===== src/dec96r_pkg.sv =====
// Package with the types, constants and helper functions of the decimal rounding block.
package dec96r_pkg;

	// Mantissa and arithmetic widths.
	localparam int unsigned WORD_W       = 32;
	localparam int unsigned MANT_W       = 3 * WORD_W;
	localparam int unsigned SCALE_W      = 5;
	localparam int unsigned DIV_W        = 30;
	localparam int unsigned CHUNK_W      = 4;
	localparam int unsigned CNT_W        = $clog2(MANT_W);
	localparam int unsigned SCALE_LIMIT  = 28;
	localparam int unsigned CHUNK_DIGITS = 9;

	// One input transaction.
	typedef struct packed {
		logic [WORD_W-1:0]  mant_low;
		logic [WORD_W-1:0]  mant_middle;
		logic [WORD_W-1:0]  mant_high;
		logic               in_negative;
		logic [SCALE_W-1:0] in_scale;
		logic [SCALE_W-1:0] target_decimals;
	} dec_in_t;

	// One result transaction.
	typedef struct packed {
		logic [WORD_W-1:0]  res_low;
		logic [WORD_W-1:0]  res_middle;
		logic [WORD_W-1:0]  res_high;
		logic               res_negative;
		logic [SCALE_W-1:0] res_scale;
	} dec_out_t;

	// Sequencer states.
	typedef enum logic [3:0] {
		ST_IDLE  = 4'b0001,
		ST_DIV   = 4'b0010,
		ST_ROUND = 4'b0100,
		ST_HOLD  = 4'b1000
	} dec_state_t;

	// Number of digits taken off in the next chunk: at most nine.
	function automatic logic [CHUNK_W-1:0] chunk_of(input logic [SCALE_W-1:0] diff);
		logic [CHUNK_W-1:0] chunk;
		if (diff > SCALE_W'(CHUNK_DIGITS)) begin
			chunk = CHUNK_W'(CHUNK_DIGITS);
		end else begin
			chunk = diff[CHUNK_W-1:0];
		end
		return chunk;
	endfunction

	// Powers of ten from one to ten to the ninth.
	function automatic logic [DIV_W-1:0] pow_ten(input logic [CHUNK_W-1:0] digits);
		logic [DIV_W-1:0] value;
		case (digits)
			4'd0:    value = DIV_W'(1);
			4'd1:    value = DIV_W'(10);
			4'd2:    value = DIV_W'(100);
			4'd3:    value = DIV_W'(1000);
			4'd4:    value = DIV_W'(10000);
			4'd5:    value = DIV_W'(100000);
			4'd6:    value = DIV_W'(1000000);
			4'd7:    value = DIV_W'(10000000);
			4'd8:    value = DIV_W'(100000000);
			default: value = DIV_W'(1000000000);
		endcase
		return value;
	endfunction

endpackage


===== src/dec96r_in_if.sv =====
// Input channel interface of the decimal rounding block.
interface dec96r_in_if;
	import dec96r_pkg::*;

	logic    valid;
	logic    ready;
	dec_in_t data;

	modport source (output valid, output data, input ready);
	modport sink (input valid, input data, output ready);
endinterface


===== src/dec96r_out_if.sv =====
// Result channel interface of the decimal rounding block.
interface dec96r_out_if;
	import dec96r_pkg::*;

	logic     valid;
	logic     ready;
	dec_out_t data;

	modport source (output valid, output data, input ready);
	modport sink (input valid, input data, output ready);
endinterface


===== src/decimal96_round_half_away.sv =====
// Top level of the decimal rounding block, midpoints rounded away from zero.
//
// The block takes one decimal value per transaction on the req channel: a 96-bit
// mantissa in three words, a sign, a scale and a target count of decimals. It
// returns one transaction on the rsp channel with the rounded mantissa, the sign
// and the new scale. Both channels use a valid/ready handshake.
// When the scale exceeds the (clamped) target, the mantissa is divided by ten to
// the difference in chunks of up to nine digits, one quotient bit per cycle in a
// restoring divider with a 30-bit remainder. Each chunk is a pass over all 96
// mantissa bits; a rounding step follows the last chunk. An item that passes
// unchanged goes straight to the hold state for the result register.
// One item is in the divider at a time; req.ready is high only while it is free,
// so a new item is accepted no sooner than the cycle after the result is loaded.
// The result sits in an output register, so a new item may be accepted and
// worked on while the previous result waits for rsp.ready. If that result is
// still not taken when the next one is done, the divider holds until it is.
// Reset clears the sequencer and the output valid flag; no clearing pass is
// needed and the block accepts an item in the first cycle after reset.
module decimal96_round_half_away (
	input logic                clk,
	input logic                arst_n,
	dec96r_in_if.sink          req,
	dec96r_out_if.source       rsp
);
	import dec96r_pkg::*;

	dec_state_t          state_q;
	logic [MANT_W-1:0]   mant_q;
	logic [DIV_W-1:0]    rem_q;
	logic [DIV_W-1:0]    div_q;
	logic [SCALE_W-1:0]  diff_q;
	logic [CNT_W-1:0]    cnt_q;
	logic                round_q;
	logic                neg_q;
	logic [SCALE_W-1:0]  scale_q;
	logic                out_valid_q;
	dec_out_t            out_data_q;

	logic                accept;
	logic                out_free;
	logic [SCALE_W-1:0]  target;
	logic [SCALE_W-1:0]  in_diff;
	logic [DIV_W:0]      trial;
	logic                quot_bit;
	logic [DIV_W-1:0]    rem_next;
	logic [SCALE_W-1:0]  diff_next;
	logic [CHUNK_W-1:0]  chunk;

	assign req.ready = (state_q == ST_IDLE);
	assign accept    = req.valid && req.ready;
	assign out_free  = !out_valid_q || rsp.ready;

	// Clamp the target and find how many digits must be removed.
	always_comb begin
		if (req.data.target_decimals > SCALE_W'(SCALE_LIMIT)) begin
			target = SCALE_W'(SCALE_LIMIT);
		end else begin
			target = req.data.target_decimals;
		end
		in_diff = req.data.in_scale - target;
	end

	// One restoring division step: bring down the next mantissa bit.
	always_comb begin
		trial     = {rem_q, mant_q[MANT_W-1]};
		quot_bit  = (trial >= {1'b0, div_q});
		rem_next  = quot_bit ? DIV_W'(trial - {1'b0, div_q}) : trial[DIV_W-1:0];
		chunk     = chunk_of(diff_q);
		diff_next = diff_q - SCALE_W'(chunk);
	end

	// Sequencer control state.
	always_ff @(posedge clk or negedge arst_n) begin
		if (!arst_n) begin
			state_q <= ST_IDLE;
			cnt_q   <= '0;
		end else begin
			unique case (state_q)
				ST_IDLE: begin
					if (accept) begin
						cnt_q <= '0;
						if (req.data.in_scale > target) begin
							state_q <= ST_DIV;
						end else begin
							state_q <= ST_HOLD;
						end
					end
				end
				ST_DIV: begin
					if (cnt_q == CNT_W'(MANT_W - 1)) begin
						cnt_q <= '0;
						if (diff_next == '0) begin
							state_q <= ST_ROUND;
						end
					end else begin
						cnt_q <= cnt_q + CNT_W'(1);
					end
				end
				ST_ROUND: begin
					state_q <= ST_HOLD;
				end
				ST_HOLD: begin
					if (out_free) begin
						state_q <= ST_IDLE;
					end
				end
				default: begin
					state_q <= ST_IDLE;
				end
			endcase
		end
	end

	// Datapath: mantissa shift register, remainder and chunk bookkeeping.
	always_ff @(posedge clk) begin
		case (state_q)
			ST_IDLE: begin
				if (accept) begin
					mant_q  <= {req.data.mant_high, req.data.mant_middle, req.data.mant_low};
					neg_q   <= req.data.in_negative;
					rem_q   <= '0;
					round_q <= 1'b0;
					diff_q  <= in_diff;
					div_q   <= pow_ten(chunk_of(in_diff));
					if (req.data.in_scale > target) begin
						scale_q <= target;
					end else begin
						scale_q <= req.data.in_scale;
					end
				end
			end
			ST_DIV: begin
				mant_q <= {mant_q[MANT_W-2:0], quot_bit};
				if (cnt_q == CNT_W'(MANT_W - 1)) begin
					// End of a chunk: note the rounding decision and start the next one.
					round_q <= (rem_next >= (div_q >> 1));
					diff_q  <= diff_next;
					div_q   <= pow_ten(chunk_of(diff_next));
					rem_q   <= '0;
				end else begin
					rem_q <= rem_next;
				end
			end
			ST_ROUND: begin
				if (round_q) begin
					mant_q <= mant_q + MANT_W'(1);
				end
			end
			default: begin
			end
		endcase
	end

	// Output register: loaded when the result is ready and the slot is free.
	always_ff @(posedge clk or negedge arst_n) begin
		if (!arst_n) begin
			out_valid_q <= 1'b0;
		end else if ((state_q == ST_HOLD) && out_free) begin
			out_valid_q <= 1'b1;
		end else if (rsp.ready) begin
			out_valid_q <= 1'b0;
		end
	end

	always_ff @(posedge clk) begin
		if ((state_q == ST_HOLD) && out_free) begin
			out_data_q.res_low      <= mant_q[WORD_W-1:0];
			out_data_q.res_middle   <= mant_q[2*WORD_W-1:WORD_W];
			out_data_q.res_high     <= mant_q[MANT_W-1:2*WORD_W];
			out_data_q.res_negative <= neg_q;
			out_data_q.res_scale    <= scale_q;
		end
	end

	assign rsp.valid = out_valid_q;
	assign rsp.data  = out_data_q;

endmodule


===== src/flat_wrapper.sv =====
// flat-port wrapper written by rule: the top's interface ports become plain ports
module decimal96_round_half_away_flat import dec96r_pkg::*;
  (clk, arst_n, req_valid, req_data, req_ready, rsp_valid, rsp_data, rsp_ready);
  dec96r_in_if req_i ();
  dec96r_out_if rsp_i ();
  input logic clk;
  input logic arst_n;
  input wire logic [$bits(req_i.valid)-1:0] req_valid;
  input wire logic [$bits(req_i.data)-1:0] req_data;
  output wire logic [$bits(req_i.ready)-1:0] req_ready;
  output wire logic [$bits(rsp_i.valid)-1:0] rsp_valid;
  output wire logic [$bits(rsp_i.data)-1:0] rsp_data;
  input wire logic [$bits(rsp_i.ready)-1:0] rsp_ready;
  assign req_i.valid = req_valid;
  assign req_i.data = req_data;
  assign req_ready = req_i.ready;
  assign rsp_valid = rsp_i.valid;
  assign rsp_data = rsp_i.data;
  assign rsp_i.ready = rsp_ready;
  decimal96_round_half_away u_core (.clk(clk), .arst_n(arst_n), .req(req_i), .rsp(rsp_i));
endmodule

===== config.mk =====
export PLATFORM = sky130hd
export DESIGN_NAME = decimal96_round_half_away_flat
export DESIGN_NICKNAME = d
export VERILOG_FILES = /design/src/dec96r_pkg.sv /design/src/dec96r_in_if.sv /design/src/dec96r_out_if.sv /design/src/decimal96_round_half_away.sv /design/src/flat_wrapper.sv
export SDC_FILE = /design/constraint.sdc
export NUM_CORES = 1
export LEC_CHECK = 0
export BUFFER_PORTS_ARGS = -buffer_cell sky130_fd_sc_hd__buf_2
export CAP_MARGIN = 20
export CELL_PAD_IN_SITES_DETAIL_PLACEMENT = 0
export CELL_PAD_IN_SITES_GLOBAL_PLACEMENT = 1
export CORE_MARGIN = 3
export CORE_UTILIZATION = 40
export CTS_BUF_LIST = sky130_fd_sc_hd__clkbuf_2
export CTS_CLUSTER_SIZE = 28
export DETAILED_ROUTE_END_ITERATION = 8
export PLACE_DENSITY = 0.83
export RECOVER_POWER = 50
export SLEW_MARGIN = 0
export SYNTH_ARGS = -nofsm -noshare
export SYNTH_HDL_FRONTEND = slang
export SYNTH_SLANG_ARGS = --single-unit

===== constraint.sdc =====
create_clock -name clk -period 15.4 [get_ports clk]
set_input_delay 2.31 -clock clk [delete_from_list [all_inputs] [get_ports clk]]
set_output_delay 2.31 -clock clk [all_outputs]
set_load 0.1 [all_outputs]

-- After elaboration in Yosys (flattened, before gate mapping)
Memories as Yosys holds them, arrays and structs flattened.
Cells that the tools add are included.
- bits in registers: 282
- ROM bits: 960
- memories: 2
- memory list (memory ; depth ; bits a word ; rd ports ; clocked after Yosys merged registers in ; wr ports ; RTL line ; RTL):
    (name not given) ; 16 ; 30 ; 1 ; 0 ; 0 ; dec96r_pkg.sv:55 ; case (digits)
    (name not given) ; 16 ; 30 ; 1 ; 0 ; 0 ; dec96r_pkg.sv:55 ;
- $lt $le $gt $ge: 7
- mux-type cells: 36
- reductions and logical operators: 13
- $add $sub $neg: 5
- eq/ne operators: 10
- operator list (cell ; count):
    $pmux 96 s3 ; 1
    $mux 96 ; 2
    $mux 30 ; 5
    $pmux 30 s2 ; 2
    $add 96x1->96 const B ; 1
    $mux 4 ; 12
    $ge 31x30->1 ; 1
    $ge 30x29->1 ; 1
    $sub 30x30->30 ; 1
    $mux 5 ; 4
    $pmux 4 s4 ; 1
    $gt 5x4->1 const B ; 3
    $mux 7 ; 2
    $pmux 7 s2 ; 1
    $pmux 5 s2 ; 1
    $ne 2x1->1 const B ; 4
    $add 7x1->7 const B ; 1
    $eq 7x7->1 const B ; 1
    $reduce_and 3->1 ; 2
    $gt 5x5->1 ; 1
    $gt 5x5->1 const B ; 1
    $logic_not 5->1 ; 1
    $sub 5x4->5 ; 1
    $sub 5x5->5 ; 1
    14 further kinds ; 20

-- Logic depth before layout (Yosys ltp)
Gate-level depths: netlist of run 1.
An unclocked memory read counts as a cell.
- depth in word-level cells: 10
- mapped depth: 21
- mapped depth without buffers: 20

-- Least setup slack after synthesis of run 1
Ideal clock, no wire load.
- kind: in2reg
- start point: input port req_valid
- end point: register u_core.mant_q[0], enable pin
- setup time: 0.583 ns
- slack: 7.792 ns
- arrival: 7.026 ns
- stages on the path: 2
- cells stage by stage: o22ai_1 > a21oi_1
- word-level cells in the longest chain between the ends: 3
- ends and longest elaborated chain (element ; RTL line ; RTL):
    from (decl) ; flat_wrapper.sv:8 ; input wire logic [$bits(req_i.valid)-1:0] req_valid;
    $logic_and 1x1->1 ; decimal96_round_half_away.sv:50 ; assign accept = req.valid && req.ready;
    $ne 2x2->1 (no line) ; n/a ;
    $reduce_and 3->1 (no line) ; n/a ;
    to (signal assigned) ; decimal96_round_half_away.sv:119 ; mant_q <= {req.data.mant_high, req.data.mant_middle, req.data.mant_low};
    to (signal assigned) ; decimal96_round_half_away.sv:133 ; mant_q <= {mant_q[MANT_W-2:0], quot_bit};
    to (signal assigned) ; decimal96_round_half_away.sv:146 ; mant_q <= mant_q + MANT_W'(1);
    to (decl) ; decimal96_round_half_away.sv:28 ; logic [MANT_W-1:0] mant_q;
No other way between the ends.
A chain may end at the register's enable or synchronous reset.

-- Worst setup path after layout of run 1
- start point: register u_core.state_q[1]
- end point: register u_core.mant_q[11], enable pin
- word-level cells in the longest chain between the ends: 4
- elaborated cells between the ends (all ways): 8
- those cells by class: eq/ne (5); reduce/logical (3)
- ends and longest elaborated chain (element ; RTL line ; RTL):
    from (decl) ; decimal96_round_half_away.sv:27 ; dec_state_t state_q;
    from (signal assigned) ; decimal96_round_half_away.sv:75 ; state_q <= ST_IDLE;
    from (signal assigned) ; decimal96_round_half_away.sv:83 ; state_q <= ST_DIV;
    from (signal assigned) ; decimal96_round_half_away.sv:85 ; state_q <= ST_HOLD;
    $eq 4x1->1 ; decimal96_round_half_away.sv:49, decimal96_round_half_away.sv:116 ;
    $logic_and 1x1->1 ; decimal96_round_half_away.sv:50 ;
    $ne 2x2->1 (no line) ; n/a ;
    $reduce_and 3->1 (no line) (*) ; n/a ;
Every way passes the cells marked *; elsewhere a longest branch is shown, timed or not.

==> results.py, run 1 <==
metrics = {
    "global_route": {
        "grt_usage_pct": 21.3,
        "overflow": 0,
        "grt_max_degree": 80,
        "grt_pass1_vias": 12800,
        "grt_antenna_before_repair": 10,
        "grt_pass1_wl_um": 70500,
    },
    "setup_path": {
        "slowest_delay_ns": 2.10,
        "cp_data_required_time_ns": 15.90,
        "crit_arrival_ns": 7.36,
        "crit_path_start_kind": "flip-flop",
        "crit_slowest_cell": "a21oi_1",
        "path_cells": "nor4b_1, clkbuf_1, nor2_1, a21oi_1, buf_4",
        "r2r_slack_ns": 8.54,
        "crit_fanout": 75,
        "cp-end-kind": "flip-flop",
        "critPathKind": "reg2reg",
    },
    "timing": {
        "finalMaxSlewViolations": 290,
        "worst_slew_pin_slew_ns": 3.73,
        "max_freq_mhz": 146,
        "fin_worst_skew_ns": 0.0670,
        "period_needed_ns": 6.86,
        "fin_ws_ns": 8.54,
        "grt_setup_unrepaired": "false",
        "finalHoldViolCount": 0,
        "min_period_over_period_pct": 44.5,
        "setup_viol": 0,
        "slew-limit-headroom_pct": -149,
        "setup_tns_ns": 0,
    },
    "finish": {
        "drive_gt1_share_pct": 20.9,
        "fin_cells": 2287,
        "fin_util_pct": 46.5,
        "area_growth_pct": 14.5,
        "nets": 1904,
    },
    "yosys": {
        "synth.area.top_cells": "edfxtp_1 (50%), ha_1 (6.4%), o21ai_0 (4.3%)",
        "yosys-top-cells-count": "edfxtp_1 (263), o21ai_0 (134), nand2_1 (113), nor2_1 (95), ha_1 (81)",
        "synth_edf_count": 263,
        "ys_ff_latch": 275,
        "yosysTopAreaCell": "edfxtp_1",
        "synth_most_common_cell": "edfxtp_1",
        "syn_area_um2": 15700,
        "avgSynthCellArea_um2": 10.8,
        "synth_cell_types": 68,
        "yosysTopAreaCellShare_pct": 50.2,
        "synth-seq-area-share_pct": 52.1,
        "ys.flop_type": "edfxtp_1",
        "ys_warn_count": 0,
        "syn_nets": 1653,
        "synthCells": 1459,
        "async_flop_share_pct": 4.36,
    },
    "routing": {
        "wl_um": 44800,
        "antenna_left": 0,
        "wl_per_cell_um": 19.6,
        "vias": 12900,
        "viasPerCell": 5.64,
        "drc_errors": 0,
        "drtPass1Iterations": 5,
        "drt-initial-drc-count": 1113,
    },
    "place": {
        "post-place-cells": 2152,
        "portBuffers": 214,
        "gp_congestion": 0.915,
        "dpl_worst_slack_ns": 9.64,
        "place_hpwl_um": 31100,
    },
    "cts": {
        "cts_setup_buffers": 0,
        "clock-sinks": 275,
        "cts.clk_slew.worst_paths_ns": 0.10,
        "cts.hold.buffers_added": 0,
        "insertion_delay_ns": 0.94,
        "clock-root-buffer": "clkbuf_2",
        "post_cts_resize_count": 0,
        "cts_tree": "done",
        "numCtsBuffers": 74,
        "clockBufferDepth": 3,
        "cts_htree_levels": 3,
    },
    "die": {
        "fp.dieW_um": 204,
        "core_area_um2": 38700,
        "die_area_um2": 41800,
        "num_rows": 72,
        "die_h_um": 204,
        "io_pins": 215,
        "start_util_pct": 40.6,
    },
    "hold_path": {
        "hp-class": "reg2reg",
    },
    "power": {
        "ir_drop_mv": 0.126,
        "cellPowerDensity_nw_per_um2": 209,
        "leakage_nw": 7.05,
    },
    "job": {
        "maxCapViolCount": 7,
    },
    "status": {
        "status": "finished, violations left",
        "violations": "capacitance limit, slew limit",
    },
}
[cells in the final DEF (no fill, tap or decap), types with 44 or more instances in the layout]
cell type | synthesis | routed
inv_1 | 64 | 64
nand3_1 | 69 | 69
clkbuf_2 | 0 | 100
ha_1 | 81 | 81
nand2_1 | 113 | 113
edfxtp_1 | 263 | 263
buf_2 | 4 | 211
o21ai_0 | 134 | 134
a21oi_1 | 67 | 67
nor2_1 | 95 | 93
a22oi_1 | 79 | 79
xor2_1 | 44 | 44
xnor2_1 | 62 | 62
[path summary, 6_finish.rpt]
check,end,depth (start not counted),from
min reg2reg,u_core.rsp.data[0],0,u_core.scale_q[0]
max,u_core.mant_q[11],5,u_core.state_q[1]
max reg2reg,u_core.mant_q[11],5,u_core.state_q[1]
max in group asynchronous,u_core.state_q[1],1,arst_n
min in group asynchronous,u_core.cnt_q[0],1,arst_n
min,u_core.rsp.data[0],0,u_core.scale_q[0]
[logic make-up after synthesis]
logic type | count (synthesis) | synth area share, %
AOI/OAI and AO/OA | 408 | 16.5
xor gates and xnor gates | 106 | 5.90
adders and majority gates | 83 | 6.70
buffers and inverters | 115 | 2.78
DFF | 275 | 52.1
muxes | 24 | 1.69
and+or+nand+nor | 448 | 14.4
[routing by layer]
metal,track usage (%),up-vias,routed length (µm)
met5,0,-,47
met4,8.55,10,1270
met3,6.24,85,3730
met2,33.2,482,21100
met1,27.9,6238,18600
li1,-,6095,-
[cell type report]
cell class                      count  area [µm²]
Fill cell                        3718       20700
Timing Repair Buffer              226        1130
Sequential cell                   275        8200
Antenna cell                        6        15.0
Clock buffer                      100         500
Clock inverter                     29         144
Tap cell                          518         648
Multi-Input combinational cell   1069        7130
Inverter                           64         240
[critical path, delay by kind of cell, from the launching register on]
family | cells | cell delay, ns
buffers and inverters | 2 | 1.95
and+or+nand+nor | 2 | 1.89
DFF | 1 | 0.47
AOI/OAI and AO/OA | 1 | 2.10
[flip-flops by register name, indices dropped and copies added, names as in the netlist]
register          flops
u_core.rsp.valid      1
u_core.mant_q        96
u_core.neg_q          1
u_core.rsp.data     102
u_core.cnt_q          7
u_core.rem_q         30
u_core.scale_q        5
u_core.state_q        4
u_core.diff_q         5
u_core.div_q         23
u_core.round_q        1
[per-stage QoR]
step | cell area [µm²] | hold slack [ns] | total power [mW]
final | 18000 | 0.406 | 3.76
after global placement | 17400 | 0.403 | 3.21
after global routing | 18000 | 0.419 | 4.02
after floorplan | 15700 | 0.400 | 2.78
after detailed placement | 17400 | 0.405 | 3.23
after CTS | 18000 | 0.399 | 3.75
[where the power goes]
group	switching (mW)	internal [mW]	leakage [nW]
clock network	0.318	0.194	0.493
logic	1.25	0.553	3.93
registers	0.237	1.20	2.62
(Power assumes the default switching activity.)
==> inputs of run 2 (changes only) <==
--- a/config.mk
+++ b/config.mk
@@ -14,7 +14,7 @@
 export CTS_BUF_LIST = sky130_fd_sc_hd__clkbuf_2
 export CTS_CLUSTER_SIZE = 28
 export DETAILED_ROUTE_END_ITERATION = 8
-export PLACE_DENSITY = 0.83
+export PLACE_DENSITY = 0.85
 export RECOVER_POWER = 50
 export SLEW_MARGIN = 0
 export SYNTH_ARGS = -nofsm -noshare
==> constraint.sdc (replaced) <==
create_clock -name clk -period 6.3 [get_ports clk]
set_input_delay 0.945 -clock clk [delete_from_list [all_inputs] [get_ports clk]]
set_output_delay 0.945 -clock clk [all_outputs]
set_load 0.1 [all_outputs]
==> run 2 against run 1 <==
  * The run still ends with capacitance limit, slew limit left
  * Largest cell class unchanged
  * Critical path type unchanged
  * Critical endpoint is now u_core.round_q
  * Clock skew grew 0.048 ns
  * Highest routed layer unchanged
  * Register-to-register slack lost 7.6 ns
  * Total power grew 150%
  * Cell area is essentially flat
  * Clock power grew to 2.7 times the previous value
==> results.py, run 2 (synthesized netlist as in run 1, its figures left out) <==
metrics = {
    "routing": {
        "vias": 13100,
        "drtPass1Iterations": 5,
        "viasPerCell": 5.72,
        "wl_um": 45200,
        "drt-initial-drc-count": 972,
        "antenna_left": 0,
        "drc_errors": 0,
        "wl_per_cell_um": 19.8,
    },
    "finish": {
        "n_fill_cell": 3765,
        "largest_reg_flops": 102,
        "fin_util_pct": 46.5,
        "mostFrequentLayoutCells": "edfxtp_1 (263), buf_2 (141), o21ai_0 (134)",
        "final_common_cell": "edfxtp_1",
        "nets": 1907,
        "area_growth_pct": 14.5,
        "drive_gt1_share_pct": 17.5,
        "fin_cells": 2283,
    },
    "cts": {
        "post_cts_resize_count": 0,
        "numCtsBuffers": 74,
        "cts_setup_buffers": 0,
        "clock-sinks": 275,
        "cts.clk_slew.worst_paths_ns": 0.12,
        "cts_htree_levels": 3,
        "clock-root-buffer": "clkbuf_2",
        "cts.hold.buffers_added": 1,
        "cts_tree": "done",
        "insertion_delay_ns": 0.93,
        "clockBufferDepth": 3,
    },
    "die": {
        "num_rows": 72,
        "core_area_um2": 38700,
        "start_util_pct": 40.6,
        "die_area_um2": 41800,
        "fp.dieW_um": 204,
        "io_pins": 215,
        "die_h_um": 204,
    },
    "global_route": {
        "overflow": 0,
        "grt_pass1_wl_um": 71200,
        "grt_antenna_before_repair": 13,
        "grt_usage_pct": 21.3,
        "grt_pass1_vias": 12900,
        "grt_max_degree": 95,
    },
    "timing": {
        "grt_setup_unrepaired": "false",
        "slew-limit-headroom_pct": -162,
        "setup_viol": 0,
        "period_needed_ns": 5.34,
        "min_period_over_period_pct": 84.8,
        "finalMaxSlewViolations": 230,
        "worst_slew_pin_slew_ns": 3.93,
        "setup_tns_ns": 0,
        "finalHoldViolCount": 0,
        "fin_worst_skew_ns": 0.115,
        "max_freq_mhz": 187,
    },
    "place": {
        "gp_congestion": 0.924,
        "place_hpwl_um": 31200,
        "post-place-cells": 2154,
        "portBuffers": 214,
    },
    "hold_path": {
        "holdPathEnd": "u_core.neg_q",
        "min_from": "req_data[10]",
        "hold_depth": 1,
        "hp-class": "in2reg",
    },
    "setup_path": {
        "cp_data_required_time_ns": 6.92,
        "crit_fanout": 13,
        "critPathKind": "reg2reg",
        "cp-end-kind": "flip-flop",
        "crit_path_start_kind": "flip-flop",
        "r2r_slack_ns": 0.96,
        "r2r-end": "u_core.round_q",
        "crit_arrival_ns": 5.96,
        "reg2reg_depth": 17,
        "timing.rr.start": "u_core.div_q[23]",
    },
    "power": {
        "power.total_mw": 9.33,
        "leakage_nw": 6.91,
        "cellPowerDensity_nw_per_um2": 518,
        "ir_drop_mv": 0.310,
    },
    "status": {
        "violations": "capacitance limit, slew limit",
        "status": "finished, violations left",
    },
    "job": {
        "maxCapViolCount": 5,
    },
}
-- run 2: cell count changes in the layout (fill, tap and decap cells not counted), moves of 6 or more --
cell,delta
clkbuf_2,+6
clkinv_1,-14
buf_2,-70
clkbuf_1,+69
-- run 2: report_power, final --
part | internal, mW | switching (mW)
Combinational | 1.34 | 3.10
Clock | 0.607 | 0.767
Sequential | 2.94 | 0.580
Total | 4.89 | 4.44
-- run 2: stage by stage --
step           hold WS, ns  setup WS (ns)  instance area [µm²]
2_1_floorplan        0.400          0.445                15700
3_3_place_gp         0.405           1.17                17400
3_5_place_dp         0.405           1.07                17400
4_1_cts              0.198           1.07                18100
5_1_grt              0.198          0.570                18000
6_report             0.286          0.960                18000
-- run 2: layout make-up --
class                           count  area [µm²]  area share [%]
Tap cell                          518         648            3.60
Timing Repair Buffer              229        1080            5.97
Multi-Input combinational cell   1069        7140            39.6
Clock buffer                      106         531            2.94
Clock inverter                     15         166           0.924
Inverter                           64         240            1.33
Sequential cell                   275        8200            45.5
Antenna cell                        7        17.5          0.0972
-- run 2: critical path: stages, from the launching register on --
cell and delay (ns):
edfxtp_1 0.38, inv_1 0.16, ha_1 0.31, a21oi_1 0.14, nor2_1 0.06, a211oi_1 0.61, nand2_1 0.13, nor3_1 0.57
o31a_1 0.60, mux2_2 0.41, ha_1 0.29, a21oi_1 0.14, nor2_1 0.05, a2111oi_0 0.40, o21ai_0 0.15, a221oi_1 0.42
o31a_1 0.19, a31oi_1 0.07
-- run 2: worst max path at each step --
stage / start / slack (ns) / endpoint
2_1_floorplan: u_core.rsp.valid / 0.44 / u_core.rsp.data[0]
3_3_place_gp: u_core.div_q[23] / 1.17 / u_core.round_q
3_5_place_dp: u_core.div_q[1] / 1.07 / u_core.round_q
4_1_cts: u_core.div_q[1] / 1.07 / u_core.round_q
5_1_grt: u_core.div_q[1] / 0.57 / u_core.round_q
6_report: u_core.div_q[23] / 0.96 / u_core.round_q
-- run 2: per-layer routing --
metal	vias to the layer above	share of wire [%]	track usage (%)
li1	6106	-	-
met1	6346	42	27.7
met2	486	47	34.2
met3	108	8.1	6.48
met4	12	2.4	6.78
met5	-	0.17	0
==> inputs of run 3 (changes only) <==
==> constraint.sdc (replaced) <==
create_clock -name clk -period 4.75 [get_ports clk]
set_input_delay 0.7125 -clock clk [delete_from_list [all_inputs] [get_ports clk]]
set_output_delay 0.7125 -clock clk [all_outputs]
set_load 0.1 [all_outputs]
==> run 3 against run 2 <==
  * The run still ends with capacitance limit, slew limit left
  * Clock-buffer cell count shrank 6
  * Die area is the same
  * Wire length grew 1.1%
  * Via count grew 1.8%
  * Sequential cell count is the same
  * Critical path type unchanged
  * Largest power group unchanged
==> results.py, run 3 (synthesized netlist as in run 1, its figures left out) <==
metrics = {
    "timing": {
        "min_period_over_period_pct": 95.4,
        "finalMaxSlewViolations": 134,
        "hold_slack_ns": 0.0829,
        "period_needed_ns": 4.53,
        "fin_ws_ns": 0.220,
        "setup_viol": 0,
        "worst_slew_pin_slew_ns": 2.93,
        "fin_worst_skew_ns": 0.0855,
        "setup_tns_ns": 0,
        "slew-limit-headroom_pct": -95.4,
        "max_freq_mhz": 221,
        "finalHoldViolCount": 0,
    },
    "setup_path": {
        "reg2reg_depth": 20,
        "crit_path_start_kind": "flip-flop",
        "critPathKind": "reg2reg",
        "timing.rr.start": "u_core.mant_q[95]",
        "crit_slowest_cell": "fa_1",
        "r2r-end": "u_core.round_q",
        "cp_data_required_time_ns": 5.40,
        "crit_fanout": 5,
        "cp-end-kind": "flip-flop",
        "r2r_slack_ns": 0.22,
        "path_cells": "inv_1, ha_1, inv_1, fa_1, a21o_1, a221oi_2, and3_1, o31ai_1, and4_1, o21ai_0, o311ai_2, nand2_1, ha_1, nand2_1, nor2_1, a2111oi_1, o21bai_1, a2111oi_2, o31a_1, a31oi_1",
        "slowest_delay_ns": 0.41,
        "worstSetupStartpoint": "u_core.mant_q[95]",
        "crit_arrival_ns": 5.18,
    },
    "power": {
        "intPower_mw": 6.55,
        "power.total_mw": 12.5,
        "p_seq_share_pct": 37.2,
        "cellPowerDensity_nw_per_um2": 671,
        "p_sw_mw": 5.99,
        "netSwitchingFraction_pct": 47.8,
        "leakage_nw": 7.19,
        "clkPwrFrac_pct": 14.0,
        "ir_drop_mv": 0.433,
        "combPwrFrac_pct": 48.9,
    },
    "die": {
        "die_area_um2": 41800,
        "num_rows": 72,
        "fp.dieW_um": 204,
        "core_area_um2": 38700,
        "die_h_um": 204,
        "start_util_pct": 40.6,
        "io_pins": 215,
    },
    "global_route": {
        "overflow": 0,
        "grt_antenna_before_repair": 2,
        "grt_max_degree": 103,
        "grt_pass1_vias": 13100,
        "grt_usage_pct": 21.4,
        "grt_pass1_wl_um": 71400,
    },
    "place": {
        "gp_congestion": 0.879,
        "place_area_um2": 17600,
        "post-place-cells": 2169,
        "place_hpwl_um": 31300,
        "portBuffers": 214,
        "dpl_worst_slack_ns": -0.00851,
    },
    "finish": {
        "nets": 1967,
        "largest_reg_flops": 102,
        "fin_area_um2": 18700,
        "mostFrequentLayoutCells": "edfxtp_1 (263), buf_2 (144), o21ai_0 (132)",
        "n_fill_cell": 3677,
        "fin_util_pct": 48.2,
        "area_growth_pct": 18.7,
        "fin_cells": 2351,
        "multi_input_area_um2": 7200,
        "drive_gt1_share_pct": 18.6,
        "final_common_cell": "edfxtp_1",
        "regArea_um2": 8200,
    },
    "hold_path": {
        "min_from": "req_data[27]",
        "hold_depth": 3,
        "holdPathEnd": "u_core.mant_q[80]",
        "hp-class": "in2reg",
    },
    "cts": {
        "clock-root-buffer": "clkbuf_2",
        "insertion_delay_ns": 0.95,
        "cts_htree_levels": 3,
        "numCtsBuffers": 74,
        "cts_tree": "done",
        "cts.clk_slew.worst_paths_ns": 0.12,
        "clock-sinks": 275,
        "clockBufferDepth": 3,
    },
    "routing": {
        "wl_per_cell_um": 19.4,
        "drt-initial-drc-count": 1173,
        "drc_errors": 0,
        "viasPerCell": 5.65,
        "antenna_left": 0,
        "wl_um": 45700,
        "vias": 13300,
        "drtPass1Iterations": 7,
    },
    "job": {
        "maxCapViolCount": 2,
    },
    "status": {
        "status": "finished, violations left",
        "violations": "capacitance limit, slew limit",
    },
}
-- run 3: cell type report --
class                   count  share of cell area [%]
clock buffers             100                    2.68
clock inverters            32                    1.05
multi-input cells        1069                    38.6
diodes                      4                  0.0536
well taps                 518                    3.47
flip-flops and latches    275                    43.9
repair buffers            289                    9.01
inverters                  64                    1.29
-- run 3: critical path: cells and delay by family (launching register included) --
kind / cells / cell delay (ns)
DFF: 1 / 0.40
AOI/OAI and AO/OA: 10 / 2.15
and+or+nand+nor: 5 / 0.75
buffers and inverters: 2 / 0.15
adders and majority gates: 3 / 0.81
-- run 3: what timing repair did --
item / 4_1_cts / 5_1_grt
setup buffers: 0 / 2
endpoints found under the hold margin: 55 / 0
resized for setup: 1 / 18
endpoints found under the setup margin: 1 / 1
hold buffers: 44 / 0
pin swaps: 0 / 1
-- run 3: layer usage --
layer	vias up	track usage, %	wire length (µm)
li1	6210	-	-
met1	6424	27.6	18900
met2	579	35.6	22100
met3	80	5.03	3700
met4	0	7.45	1070
met5	-	0	0
-- run 3: power by group through the flow --
stage	sequential [mW]	clock [mW]	combinational (mW)
6_report	4.66	1.75	6.13
5_1_grt	4.77	1.92	6.66
4_1_cts	4.62	1.81	6.01
3_5_place_dp	4.66	0	5.95
3_3_place_gp	4.63	0	5.88
2_1_floorplan	5.59	0	3.35
-- run 3: worst max path at each step --
stage,to,cells past startpoint
after floorplan,u_core.round_q,19
after global placement,u_core.round_q,17
after detailed placement,u_core.round_q,19
after CTS,u_core.round_q,19
after global routing,u_core.round_q,20
final,u_core.round_q,20
